`src/hw/rtl/rotation_matrix_to_euler_angles_defines.svh`:
```
// Assertion macros used by the top-level RTL file.
`ifndef ROTATION_MATRIX_TO_EULER_ANGLES_DEFINES_SVH
`define ROTATION_MATRIX_TO_EULER_ANGLES_DEFINES_SVH

// Implication checked on every clock edge outside reset.
`define RME_ASSERT_IMPL(label, clk, rst_n, ante, cons, msg) \
  label: assert property (@(posedge clk) disable iff (!rst_n) (ante) |-> (cons)) \
    else $error(msg);

// Implication whose consequence is checked in the next cycle.
`define RME_ASSERT_NEXT(label, clk, rst_n, ante, cons, msg) \
  label: assert property (@(posedge clk) disable iff (!rst_n) (ante) |=> (cons)) \
    else $error(msg);

`endif

```
`src/hw/rtl/rme_pkg.sv`:
```
package rme_pkg;

  localparam int unsigned CordicStepsDef = 16;
  localparam int unsigned AtanEntries    = 24;
  localparam int unsigned ZW             = 28;
  localparam int unsigned XW             = 28;
  localparam int unsigned RootSteps      = 16;
  localparam int unsigned QueueDepth     = 4;
  localparam logic signed [ZW-1:0] PiUnits = 28'sd52707179;

  typedef struct packed {
    logic signed [15:0] r00;
    logic signed [15:0] r10;
    logic signed [15:0] r20;
    logic signed [15:0] r21;
    logic signed [15:0] r22;
    logic signed [15:0] r11;
    logic signed [15:0] r12;
  } in_req_t;

  typedef struct packed {
    logic signed [15:0] roll;
    logic signed [15:0] pitch;
    logic signed [15:0] yaw;
    logic               gimbal_lock;
  } out_req_t;

  // Classified request handed from the front part to the back part.
  // Operands carry 17 bits so that a negated -32768 and a root above
  // 32767 keep their values.
  typedef struct packed {
    logic signed [16:0] roll_y;
    logic signed [16:0] roll_x;
    logic signed [16:0] pitch_y;
    logic signed [16:0] pitch_x;
    logic signed [16:0] yaw_y;
    logic signed [16:0] yaw_x;
    logic               singular;
  } job_t;

  // atan(2^-i) in units of 2^-24 rad.
  function automatic logic signed [ZW-1:0] atan_lut(input logic [4:0] idx);
    logic signed [ZW-1:0] v;
    case (idx)
      5'd0:  v = 28'sd13176795;
      5'd1:  v = 28'sd7778716;
      5'd2:  v = 28'sd4110060;
      5'd3:  v = 28'sd2086331;
      5'd4:  v = 28'sd1047214;
      5'd5:  v = 28'sd524117;
      5'd6:  v = 28'sd262123;
      5'd7:  v = 28'sd131069;
      5'd8:  v = 28'sd65536;
      5'd9:  v = 28'sd32768;
      5'd10: v = 28'sd16384;
      5'd11: v = 28'sd8192;
      5'd12: v = 28'sd4096;
      5'd13: v = 28'sd2048;
      5'd14: v = 28'sd1024;
      5'd15: v = 28'sd512;
      5'd16: v = 28'sd256;
      5'd17: v = 28'sd128;
      5'd18: v = 28'sd64;
      5'd19: v = 28'sd32;
      5'd20: v = 28'sd16;
      5'd21: v = 28'sd8;
      5'd22: v = 28'sd4;
      5'd23: v = 28'sd2;
      default: v = '0;
    endcase
    return v;
  endfunction

endpackage

```
`src/hw/rtl/rme_front.sv`:
```
// Front part: squares, pipelined square root and branch selection.
module rme_front (
  input  logic               clk,
  input  logic               rst_n,
  input  logic [14:0]        thresh,
  input  logic               adv,
  input  logic               in_vld,
  input  rme_pkg::in_req_t   in_data,
  output logic               job_vld,
  output rme_pkg::job_t      job
);

  localparam int unsigned NS = rme_pkg::RootSteps;

  // Stage 0: squares of r00 and r10 from the first column.
  logic              sq_vld_r;
  rme_pkg::in_req_t  sq_req_r;
  logic [31:0]       sq0_r, sq1_r;

  always_ff @(posedge clk) begin
    if (!rst_n) begin
      sq_vld_r <= 1'b0;
    end else if (adv) begin
      sq_vld_r <= in_vld;
    end
    if (adv) begin
      sq_req_r <= in_data;
      sq0_r    <= 32'(in_data.r00 * in_data.r00);
      sq1_r    <= 32'(in_data.r10 * in_data.r10);
    end
  end

  // Root pipeline, one result bit per stage.
  logic              rt_vld_r [NS+1];
  rme_pkg::in_req_t  rt_req_r [NS+1];
  logic [33:0]       rt_rem_r [NS+1];
  logic [16:0]       rt_root_r[NS+1];

  always_comb begin
    rt_vld_r[0]  = sq_vld_r;
    rt_req_r[0]  = sq_req_r;
    rt_rem_r[0]  = 34'(sq0_r) + 34'(sq1_r);
    rt_root_r[0] = '0;
  end

  for (genvar s = 0; s < NS; s++) begin : g_root
    logic [33:0] trial;
    logic [33:0] bitv;
    // The trial adds twice the partial root times the new bit plus its square.
    assign bitv  = 34'(1) << (2 * (NS - 1 - s));
    assign trial = (34'(rt_root_r[s]) << (2 * (NS - s))) + bitv;
    always_ff @(posedge clk) begin
      if (!rst_n) begin
        rt_vld_r[s+1] <= 1'b0;
      end else if (adv) begin
        rt_vld_r[s+1] <= rt_vld_r[s];
      end
      if (adv) begin
        rt_req_r[s+1] <= rt_req_r[s];
        if (rt_rem_r[s] >= trial) begin
          rt_rem_r[s+1]  <= rt_rem_r[s] - trial;
          rt_root_r[s+1] <= {rt_root_r[s][15:0], 1'b1};
        end else begin
          rt_rem_r[s+1]  <= rt_rem_r[s];
          rt_root_r[s+1] <= {rt_root_r[s][15:0], 1'b0};
        end
      end
    end
  end

  // Classification into operand pairs.
  logic [16:0] sy;
  logic        sing;
  assign sy   = rt_root_r[NS];
  assign sing = sy < 17'(thresh);

  always_comb begin
    job_vld     = rt_vld_r[NS];
    job.singular = sing;
    job.pitch_y = -17'(rt_req_r[NS].r20);
    job.pitch_x = signed'(sy);
    job.roll_y  = sing ? -17'(rt_req_r[NS].r12) : 17'(rt_req_r[NS].r21);
    job.roll_x  = sing ? 17'(rt_req_r[NS].r11) : 17'(rt_req_r[NS].r22);
    job.yaw_y   = sing ? 17'sd0 : 17'(rt_req_r[NS].r10);
    job.yaw_x   = sing ? 17'sd0 : 17'(rt_req_r[NS].r00);
  end

endmodule

```
`config.mk`:
```
export PLATFORM = sky130hd
export DESIGN_NAME = rme_front
export DESIGN_NICKNAME = d
export VERILOG_FILES = /design/src/hw/rtl/rotation_matrix_to_euler_angles_defines.svh /design/src/hw/rtl/rme_pkg.sv /design/src/hw/rtl/rme_front.sv
export SDC_FILE = /design/constraint.sdc
export NUM_CORES = 2
export LEC_CHECK = 0
export ABC_AREA = 1
export ABC_CLOCK_PERIOD_IN_PS = 8550
export BUFFER_PORTS_ARGS = -buffer_cell sky130_fd_sc_hd__buf_2
export CAP_MARGIN = 20
export CORE_AREA = 2 2 537 539
export DETAILED_ROUTE_END_ITERATION = 7
export DIE_AREA = 0 0 539 541
export SYNTH_ARGS = -nofsm -noshare
export SYNTH_HDL_FRONTEND = slang
export SYNTH_SLANG_ARGS = --single-unit
```
`constraint.sdc`:
```
create_clock -name clk -period 8.55 [get_ports clk]
set_input_delay 0 -clock clk [delete_from_list [all_inputs] [get_ports clk]]
set_output_delay 0 -clock clk [all_outputs]
set_load 0.01 [all_outputs]
```
==> summary.md <==
| Metric | Value |
|---|---|
| Row cnt | 197 |
| Top delay family on crit path | adder cells |
| Post-synth cell types | 69 |
| Core Area | 286000 sq um |
| DRC Markers | 0 |
| Most frequent CP cell | fa_1 |
| Fin. Hold Viols | 0 |
| Req. time, crit path | 9140 ps |
| Initial antenna violation count | 6 |
| Crit-path cells | dlygate4sd3_1, buf_2, nand2_1, fa_1, inv_1, fa_1, inv_1, fa_1, fa_1, fa_1, fa_1, inv_1, ha_1, nand2_1, nor4_1, nand2_1, o211ai_1, nand3_1, nand2_1, nand3_1, nand2_1, xor2_1 |
| Die width | 539 um |
| Peak VDD IR | 0.613 mV |
| Die ar. | 292000 sq um |
| Final Critical Period | 6070 ps |
| Layout cells sized above 1 | 0.0923 |
| Outcome | complete, no violations |
| DRT Pass-1 Iters | 7 |
| CTS Buffer Depth | 4 |
| Hold Startpoint | in_data[80] |
| Slew headroom | 0.335 |
| #FFs+latches synth | 2627 |
| Initial Util | 0.398 |
| Asr flop ratio synth | 0 |
| CP bufs+invs | 5 |
| Max Cap Viol | 0 |
| CP Launch Point | in_data[111] |
| Post-DP HPWL | 149000 um |
| Syn_area_per_cell | 14.2 sq um |
| H-tree levels | 5 |
| Slowest stage delay, CP | 850 ps |
| Worst Tran Pin Value | 995 ps |
| Slowest cell on the critical path | fa_1 |
| Max FO, Critical Path | 24 |
| Power, Total | 46.3 mW |
| R2R Path Start | rt_root_r[171] |
| CTS tree | built |
| Vias in the first global route | 61285 |
| Clock skew | 61.4 ps |
| FMAX | 165 MHz |
| Critical path type | primary input to flip-flop |
| Sequential-to-total area share from yosys stat | 0.691 |
| DR vias | 58413 |
| Post-Syn Instances | 8001 |
| Port bufs | 233 |
| Gpl congestion | 0.882 |
| # IOs | 235 |
| GRT Total Usage | 0.143 |
| Cell area after synthesis | 114000 sq um |
| Routed Antenna Nets | 0 |
| Syn nets | 8977 |
| Final Core Density | 0.457 |
| Final setup violation count | 0 |
| Synth area leader | edfxtp_1 |
| Setup TNS | 0 ps |
| RSZ-0062 raised after global routing | no |
| Yosys top cell area share | 0.688 |
| Die height | 541 um |
| Pwr/cell area | 354 nW/um^2 |
| Largest net degree at the start of global routing | 170 |
| Number of synthesized flops with an enable pin | 2610 |
| Tcrit/Tclk final | 0.710 |
| Later-pin clock latency in the skew report | 880 ps |
| Num CTS Buffers | 283 |
| CP arrival | 6660 ps |
| Synth top cells by count | 2610 x edfxtp_1, 1386 x inv_1, 1043 x nand2_1 |
| Pleak | 52.1 nW |
| Final WL | 209000 um |
| Nets | 9612 |
| Clock Sinks | 2627 |
| Slew Viols, Final | 0 |
| Area grow syn2layout | 14.8% |
| Initial drt markers | 3615 |
| Vias per std cell | 4.62 |
| WL/cell | 16.5 um |
| CTS Root Cell | clkbuf_16 |
| Most used flip-flop cell after synthesis | edfxtp_1 |
| Top post-synthesis cells by area | edfxtp_1 69%, fa_1 8.2%, inv_1 4.6%, ha_1 4.1%, nand2_1 3.4% |
| Remaining Overflow, GRT | 0 |
| Setup crit end kind | flip-flop |
| Total number of yosys warnings | 0 |
| HP Class | primary input to flip-flop |
| CP startpoint kind | primary input |
| Most instantiated library cell after synthesis | edfxtp_1 |
| Post-CTS setup buffer count | 0 |
| Clock edge transition at the registers on the reported setup and hold paths | 60 ps |
| First-pass GRT wire length | 331000 um |
==> repair_timing <==
action                    4_1_cts  5_1_grt
hold buffers                  199        0
gates resized for setup         0        0
hold endpoints to repair      257        0
==> flip-flops by register name, summed over array words and instances, names as in the netlist <==
register,count
sq0_r,30
rt_rem_r,510
rt_root_r,120
rt_req_r,1904
sy,16
sq1_r,30
job_vld,1
rt_vld_r,15
sq_vld_r,1
==> per-layer routing <==
metal  vias up  global-route usage  part of all wire
li1      28456                   -                 -
met1     28548               0.167              0.40
met2      1000               0.264              0.53
met3       409              0.0217             0.035
met4         0              0.0526             0.035
met5         -                   0                 0
==> where the power goes <==
part / leakage, nW / switching [mW] / internal [mW] / total [mW]
logic: 22.2 / 10.9 / 6.47 / 17.3
registers: 25.5 / 0.684 / 16.5 / 17.2
clock network: 4.37 / 4.85 / 6.91 / 11.8
total: 52.1 / 16.4 / 29.9 / 46.3
==> placed cells by master (no fill, tap or decap), drive strengths merged, types with 139 or more instances in the layout <==
cell,count
inv,1419
dlygate4sd3,199
clkbuf,357
edfxtp,2610
nand2,1070
buf,265
ha,378
nand3,141
fa,467
o21ai,247
xnor2,139
xor2,192
a21oi,281
nor2,522
==> cells by family after synthesis <==
group | Yosys count | synth area share
other cells | 1 | 0.0000329
fa+ha+maj | 845 | 0.124
compound gates | 657 | 0.0327
buf+inv | 1522 | 0.0509
flops | 2627 | 0.691
xor+xnor | 331 | 0.0255
simple gates | 2017 | 0.0767
mux | 1 | 0.0000988
==> final timing paths <==
| kind | endpoint | slack (ps) | cells after the start |
|---|---|---|---|
| min reg2reg | rt_req_r[464] | 400 | 0 |
| max reg2reg | rt_rem_r[339] | 5150 | 12 |
| max | sq0_r[28] | 2480 | 22 |
| min | rt_req_r[1872] | 170 | 2 |
==> stage by stage <==
step	setup slack (ps)	std cells	hold slack, ps	cell area, sq um
6_report	2480	12642	172	131000
5_1_grt	2020	12641	107	131000
4_1_cts	2520	12638	47.0	131000
3_5_place_dp	2110	11931	178	120000
3_3_place_gp	2160	11931	177	120000
2_1_floorplan	2670	8001	98.9	114000
==> cell type report <==
type / count / area, sq um
fill: 25200 / 156000
clock inverter: 151 / 1490
multi-input combinational: 3852 / 29500
tap: 3781 / 4730
inverter: 1408 / 5290
sequential: 2627 / 78700
antenna: 2 / 5.00
clock buffer: 357 / 7550
timing repair buffer: 464 / 3570
Power figures use the tool's default switching activity.
