File: config.mk
export PLATFORM = sky130hd
export DESIGN_NAME = rme_queue
export DESIGN_NICKNAME = d
export VERILOG_FILES = /design/src/hw/rtl/rotation_matrix_to_euler_angles_defines.svh /design/src/hw/rtl/rme_pkg.sv /design/src/hw/rtl/rme_queue.sv
export SDC_FILE = /design/constraint.sdc
export NUM_CORES = 1
export LEC_CHECK = 0
export BUFFER_PORTS_ARGS = -buffer_cell sky130_fd_sc_hd__clkbuf_2
export CAP_MARGIN = 20
export CORE_AREA = 2 2 200 202
export DETAILED_ROUTE_END_ITERATION = 8
export DIE_AREA = 0 0 202 204
export PLACE_DENSITY_LB_ADDON = 0.08
export SLEW_MARGIN = 20
export SYNTH_ARGS = -nofsm -noshare
export SYNTH_HDL_FRONTEND = slang
export SYNTH_SLANG_ARGS = --single-unit
File: constraint.sdc
create_clock -name clk -period 4 [get_ports clk]
set_clock_uncertainty 0.2 [all_clocks]
set_input_delay 0.4 -clock clk [delete_from_list [all_inputs] [get_ports clk]]
set_output_delay 0.4 -clock clk [all_outputs]
set_load 0.02 [all_outputs]
File: src/hw/rtl/rotation_matrix_to_euler_angles_defines.svh
// Assertion macros used by the top-level RTL file.
`ifndef ROTATION_MATRIX_TO_EULER_ANGLES_DEFINES_SVH
`define ROTATION_MATRIX_TO_EULER_ANGLES_DEFINES_SVH

// Implication checked on every clock edge outside reset.
`define RME_ASSERT_IMPL(label, clk, rst_n, ante, cons, msg) \
  label: assert property (@(posedge clk) disable iff (!rst_n) (ante) |-> (cons)) \
    else $error(msg);

// Implication whose consequence is checked in the next cycle.
`define RME_ASSERT_NEXT(label, clk, rst_n, ante, cons, msg) \
  label: assert property (@(posedge clk) disable iff (!rst_n) (ante) |=> (cons)) \
    else $error(msg);

`endif

File: src/hw/rtl/rme_pkg.sv
package rme_pkg;

  localparam int unsigned CordicStepsDef = 16;
  localparam int unsigned AtanEntries    = 24;
  localparam int unsigned ZW             = 28;
  localparam int unsigned XW             = 28;
  localparam int unsigned RootSteps      = 16;
  localparam int unsigned QueueDepth     = 4;
  localparam logic signed [ZW-1:0] PiUnits = 28'sd52707179;

  typedef struct packed {
    logic signed [15:0] r00;
    logic signed [15:0] r10;
    logic signed [15:0] r20;
    logic signed [15:0] r21;
    logic signed [15:0] r22;
    logic signed [15:0] r11;
    logic signed [15:0] r12;
  } in_req_t;

  typedef struct packed {
    logic signed [15:0] roll;
    logic signed [15:0] pitch;
    logic signed [15:0] yaw;
    logic               gimbal_lock;
  } out_req_t;

  // Classified request handed from the front part to the back part.
  // Operands carry 17 bits so that a negated -32768 and a root above
  // 32767 keep their values.
  typedef struct packed {
    logic signed [16:0] roll_y;
    logic signed [16:0] roll_x;
    logic signed [16:0] pitch_y;
    logic signed [16:0] pitch_x;
    logic signed [16:0] yaw_y;
    logic signed [16:0] yaw_x;
    logic               singular;
  } job_t;

  // atan(2^-i) in units of 2^-24 rad.
  function automatic logic signed [ZW-1:0] atan_lut(input logic [4:0] idx);
    logic signed [ZW-1:0] v;
    case (idx)
      5'd0:  v = 28'sd13176795;
      5'd1:  v = 28'sd7778716;
      5'd2:  v = 28'sd4110060;
      5'd3:  v = 28'sd2086331;
      5'd4:  v = 28'sd1047214;
      5'd5:  v = 28'sd524117;
      5'd6:  v = 28'sd262123;
      5'd7:  v = 28'sd131069;
      5'd8:  v = 28'sd65536;
      5'd9:  v = 28'sd32768;
      5'd10: v = 28'sd16384;
      5'd11: v = 28'sd8192;
      5'd12: v = 28'sd4096;
      5'd13: v = 28'sd2048;
      5'd14: v = 28'sd1024;
      5'd15: v = 28'sd512;
      5'd16: v = 28'sd256;
      5'd17: v = 28'sd128;
      5'd18: v = 28'sd64;
      5'd19: v = 28'sd32;
      5'd20: v = 28'sd16;
      5'd21: v = 28'sd8;
      5'd22: v = 28'sd4;
      5'd23: v = 28'sd2;
      default: v = '0;
    endcase
    return v;
  endfunction

endpackage

File: src/hw/rtl/rme_queue.sv
// Short queue between front and back parts.
module rme_queue #(
  parameter int unsigned DEPTH = rme_pkg::QueueDepth
) (
  input  logic           clk,
  input  logic           rst_n,
  input  logic           wr_en,
  input  rme_pkg::job_t  wr_data,
  input  logic           rd_en,
  output logic           rd_vld,
  output rme_pkg::job_t  rd_data,
  output logic [$clog2(DEPTH+1)-1:0] count
);

  localparam int unsigned AW = (DEPTH > 1) ? $clog2(DEPTH) : 1;

  rme_pkg::job_t              mem_r [DEPTH];
  logic [AW-1:0]              wp_r, rp_r;
  logic [$clog2(DEPTH+1)-1:0] cnt_r;

  always_ff @(posedge clk) begin
    if (!rst_n) begin
      wp_r  <= '0;
      rp_r  <= '0;
      cnt_r <= '0;
    end else begin
      if (wr_en) begin
        wp_r <= (wp_r == AW'(DEPTH - 1)) ? '0 : wp_r + 1'b1;
      end
      if (rd_en) begin
        rp_r <= (rp_r == AW'(DEPTH - 1)) ? '0 : rp_r + 1'b1;
      end
      cnt_r <= cnt_r + (wr_en ? 1'b1 : 1'b0) - (rd_en ? 1'b1 : 1'b0);
    end
    if (wr_en) begin
      mem_r[wp_r] <= wr_data;
    end
  end

  assign rd_vld  = cnt_r != '0;
  assign rd_data = mem_r[rp_r];
  assign count   = cnt_r;

endmodule

==> results_dict.tcl, run 1 <==
set metrics [dict create \
    ys.warnings.count 0 \
    worstMarginPinSlew_ns 0.792 \
    clk_latency_ns 0.55 \
    slowest_delay_ns 0.84 \
    critPathKind "flop to output port" \
    dpl_cell_area_um2 17000 \
    overflow 0 \
    path_cells "buf_4 -> mux4_2 -> clkbuf_2" \
    nets 1048 \
    cts_tree "yes" \
    setup_viol 0 \
    grt_usage 0.156 \
    worstPathRequired_ns 3.40 \
    p_leak_nw 6.64 \
    die_w_um 202 \
    synth_top_area_share 0.804 \
    path_clk_slew_ns 0.06 \
    reg2reg_from "wp_r[0]" \
    cp_slowest_cell "dfxtp_4" \
    final_cell_mix "412 x edfxtp_1, 213 x clkbuf_2, 105 x dlygate4sd3_1" \
    drc 0 \
    row_count 73 \
    drt-wirelength-per-cell_um 20.9 \
    rsz0062_at_grt "false" \
    dieHeight_um 204 \
    dp_hpwl_mm 18.1 \
    synth.distinct_cells 19 \
    syn_nets 695 \
    status "completed" \
    setup.worst_path.end_class "output port" \
    num_io_pins 214 \
    via_per_inst 4.88 \
    worstSetupEndpoint "rd_data[17]" \
    avgSynthCellArea_um2 26.5 \
    cts_setup_buffers 0 \
    hold_start "wr_en" \
    clock-sinks 421 \
    mostFrequentLayoutCell "edfxtp_1" \
    cts.htree.levels 2 \
    top_usage_layer "met2" \
    syn_area_um2 15400 \
    cts.root.buffer_cell "clkbuf_16" \
    worst-r2r-cell-count 4 \
    fmax_mhz 315 \
    power_density_nw_per_um2 513 \
    die_area_um2 41200 \
    core_area_um2 39200 \
    antenna_found_initial 1 \
    grt_util_met3 0.0394 \
    grt_use_met1 0.201 \
    tns_ns 0 \
    synth_top_cells_by_area "edfxtp_1 80%, mux4_2 15%, dfxtp_1 1.2%" \
    grt_pass1_vias 8213 \
    fin_crit_ns 3.18 \
    area_delta_synth_final_pct 26.5 \
    worstPathMaxFanout 34 \
    drt_iter0_markers 419 \
    grt_pass1_wl_mm 48.0 \
    r2r_slack_ns 1.65 \
    syn_inst 580 \
    rr_endpoint "mem_r[2][68]" \
    grt_use_met2 0.261 \
    critPathLaunchType "flop" \
    clockBufferDepth 3 \
    min_path_type "input pin to flop" \
    fin_crit_sh 0.794 \
    critical_path_buf_inv_count 2 \
    cp_top_family "flip-flops" \
    vias 7276 \
    start_util 0.393 \
    cts_buffers 44 \
    stdcell_area_um2 19500 \
    ys_ff_latch 421 \
    drive_gt1_frac 0.404 \
    yosysSeqAreaShare 0.816 \
    relSlewSlack 0.472 \
    synth_top_area_cell "edfxtp_1" \
    finalHoldViolCount 0 \
    finalMaxSlewViolations 0 \
    worst_ep_arrival_time_ns 2.58 \
    gp_congestion 0.705 \
    ir_drop_v 0.000346 \
    maxCapViolCount 0 \
    cp_num_cells 3 \
    ant_nets 0 \
    drt-total-wl_mm 31.2 \
    dr.pass1.iters 4 \
    io_buffers 213 \
    grt_max_degree 59 \
]
[sequential cells by signal, summed over array words and instances (netlist names), named ones only]
register / count
mem_r: 412
wp_r: 2
count: 3
rp_r: 2
[stage by stage]
step | cells | util | setup WS, ns | hold WS [ns] | power, mW
3_5_place_dp | 1307 | 0.435 | 1.31 | 0.297 | 6.15
5_1_grt | 1491 | 0.497 | 0.615 | 0.0731 | 10.4
3_3_place_gp | 1307 | 0.435 | 1.31 | 0.272 | 6.13
4_1_cts | 1491 | 0.497 | 0.700 | 0.0247 | 10.1
6_report | 1492 | 0.497 | 0.823 | 0.0666 | 9.98
2_1_floorplan | 580 | - | 0.410 | 0.276 | 5.80
[where the power goes]
group | internal, mW | total (mW) | switching [mW]
clock | 2.29 | 3.86 | 1.57
sequential | 5.04 | 5.11 | 0.0705
combinational | 0.443 | 1.01 | 0.565
[worst min-delay path, cell delays in order]
cell and delay, ns:
clkbuf_2 0.20, mux2i_1 0.11, nor2_1 0.07
[layout make-up]
type	count	area, um^2
Multi-Input combinational cell	130	2570
Antenna cell	1	2.50
Clock inverter	17	155
Clock buffer	62	1210
Sequential cell	421	12600
Tap cell	525	657
Inverter	6	22.5
Fill cell	3168	19700
Timing Repair Buffer	330	2280
[logic make-up (layout without fill, tap and decap cells)]
logic type               count (synthesis)  in the layout  synth area share
AO/OA/AOI/OAI                            2              2          0.000651
adder cells (fa/ha/maj)                  8              8           0.00700
multiplexers                           105            105             0.152
buffers and inverters                   29            415            0.0174
XOR/XNOR                                 1              1           0.00146
flip-flops                             421            421             0.816
AND/OR/NAND/NOR                         14             14           0.00537
other                                    0              1                 0
[how the worst min path moves through the flow]
stage	endpoint	slack, ns	cells after the start
after floorplan	flop	0.28	2
after global placement	flop	0.27	2
after detailed placement	flop	0.30	2
after CTS	wp_r[1]	0.02	3
after global routing	wp_r[0]	0.07	3
final	wp_r[1]	0.07	3
[layer usage]
metal	up-vias	wire, um
met5	-	0
met4	0	584
met2	186	15500
met3	44	1970
li1	3214	-
met1	3832	13100
[Yosys cell counts]
cell	n
nand2b_1	2
a21oi_1	2
and2_1	5
or3b_2	2
edfxtp_1	412
ha_1	7
buf_1	3
fa_1	1
buf_12	8
dfxtp_1	9
buf_6	1
buf_4	3
buf_2	8
nor2_1	4
mux2i_1	2
or3_1	1
mux4_2	103
inv_1	6
xnor3_1	1
[repair_timing]
item / CTS / global route
resized for setup: 0 / 0
endpoints found under the hold margin: 419 / 0
hold buffers: 105 / 0
Power figures use the tool's default switching activity.
==> run 2, diff against run 1 <==
==> constraint.sdc (replaced) <==
create_clock -name clk -period 3.2 [get_ports clk]
set_clock_uncertainty 0.2 [all_clocks]
set_input_delay 0.32 -clock clk [delete_from_list [all_inputs] [get_ports clk]]
set_output_delay 0.32 -clock clk [all_outputs]
set_load 0.02 [all_outputs]
==> results_dict.tcl, run 2 (synthesized netlist as in run 1, its figures left out) <==
set metrics [dict create \
    status "completed" \
    rr_endpoint "mem_r[3][23]" \
    rsz0062_at_grt "false" \
    dp_hpwl_mm 18.9 \
    setup_viol 0 \
    dr.pass1.iters 4 \
    fin_crit_ns 2.80 \
    final_cell_mix "412 x edfxtp_1, 213 x clkbuf_2, 106 x dlygate4sd3_1" \
    via_per_inst 4.83 \
    stdcell_area_um2 19600 \
    nFillCells 3188 \
    setup.worst_path.end_class "output port" \
    critPathLaunchType "flop" \
    power_density_nw_per_um2 644 \
    die_w_um 202 \
    cts_tree "yes" \
    largest_register_ffs 412 \
    drive_gt1_frac 0.418 \
    min_path_type "flop to flop" \
    worstSetupEndpoint "rd_data[48]" \
    finalMaxSlewViolations 0 \
    ant_nets 0 \
    drt-total-wl_mm 31.4 \
    critPathKind "flop to output port" \
    p_comb_frac 0.101 \
    worstMarginPinSlew_ns 0.703 \
    dpl_cell_area_um2 17100 \
    r2r_slack_ns 1.11 \
    start_util 0.393 \
    overflow 0 \
    pwr-share-clk 0.394 \
    worst-r2r-cell-count 3 \
    gp_congestion 0.707 \
    dieHeight_um 204 \
    vias 7263 \
    clockBufferDepth 3 \
    grt_max_degree 54 \
    cts_resized 0 \
    worstPathRequired_ns 2.68 \
    drt_iter0_markers 424 \
    area_delta_synth_final_pct 27.6 \
    switching_share 0.221 \
    worst_hold_path.num_cells 2 \
    drt-wirelength-per-cell_um 20.9 \
    grt_pass1_wl_mm 48.6 \
    cts_buffers 45 \
    fmax_mhz 357 \
    relSlewSlack 0.532 \
    reg2reg_from "wp_r[0]" \
    num_io_pins 214 \
    p_switching_mw 2.80 \
    path_clk_slew_ns 0.06 \
    die_area_um2 41200 \
    finalHoldViolCount 0 \
    mostFrequentLayoutCell "edfxtp_1" \
    seqPwrFrac 0.504 \
    maxCapViolCount 0 \
    core_area_um2 39200 \
    cts.root.buffer_cell "clkbuf_16" \
    cts.htree.levels 2 \
    grt_pass1_vias 8285 \
    clk_latency_ns 0.54 \
    grt_usage 0.156 \
    ir_drop_v 0.000550 \
    hold_start "rp_r[0]" \
    worstPathMaxFanout 39 \
    antenna_found_initial 1 \
    nets 1059 \
    top_register "mem_r" \
    io_buffers 213 \
    worst_ep_arrival_time_ns 2.28 \
    cts_setup_buffers 0 \
    internal_power_mw 9.85 \
    clock-sinks 421 \
    tns_ns 0 \
    row_count 73 \
    fin_crit_sh 0.876 \
    drc 0 \
    p_leak_nw 6.74 \
]
run 2: power groups by stage:
stage          registers, mW  logic [mW]  clock network, mW
4_1_cts                 6.38        1.32               5.16
5_1_grt                 6.40        1.38               5.37
3_3_place_gp            6.48        1.18                  0
6_report                6.38        1.28               4.99
3_5_place_dp            6.50        1.21                  0
2_1_floorplan           6.48       0.758                  0
run 2: metal layers:
metal / track usage / wire (um) / vias up
li1: - / - / 3237
met3: 0.0335 / 1610 / 45
met1: 0.199 / 13100 / 3806
met2: 0.269 / 16000 / 175
met5: 0 / 0 / -
met4: 0.0496 / 607 / 0
run 2: through the flow:
stage | cells | setup slack (ns) | hold WS [ns] | util | total power, mW
6_report | 1503 | 0.396 | 0.319 | 0.501 | 12.6
4_1_cts | 1502 | 0.290 | 0.289 | 0.501 | 12.9
2_1_floorplan | 580 | 0.750 | 0.219 | - | 7.23
3_5_place_dp | 1316 | 0.901 | 0.310 | 0.437 | 7.70
5_1_grt | 1503 | 0.217 | 0.320 | 0.501 | 13.1
3_3_place_gp | 1316 | 0.919 | 0.286 | 0.437 | 7.66
run 2: worst min-delay path by stage:
| stage | end | slack, ns |
|---|---|---|
| detailed placement | flop | 0.31 |
| global route | mem_r[1][95] | 0.32 |
| floorplan | mem_r[0][0] | 0.22 |
| global placement | flop | 0.29 |
| finish | flop | 0.32 |
| CTS | mem_r[2][4] | 0.29 |
run 2: cell type report:
| type | count | area, um^2 | share of cell area |
|---|---|---|---|
| flip-flops and latches | 421 | 12600 | 0.640 |
| multi-input cells | 130 | 2570 | 0.131 |
| clock buffers | 55 | 1210 | 0.0615 |
| inverters | 6 | 22.5 | 0.00115 |
| repair buffers | 340 | 2380 | 0.122 |
| clock inverters | 25 | 223 | 0.0113 |
| diodes | 1 | 2.50 | 0.000127 |
| well taps | 525 | 657 | 0.0335 |
run 2: critical path, cell delays in order (launching register included):
cell	delay (ns)
dfxtp_4	0.59
buf_12	0.35
mux4_2	0.57
clkbuf_2	0.18
run 2: timing repair:
item | 4_1_cts | 5_1_grt
endpoints found under the setup margin | 0 | 0
hold buffers | 106 | 0
endpoints found under the hold margin | 421 | 0
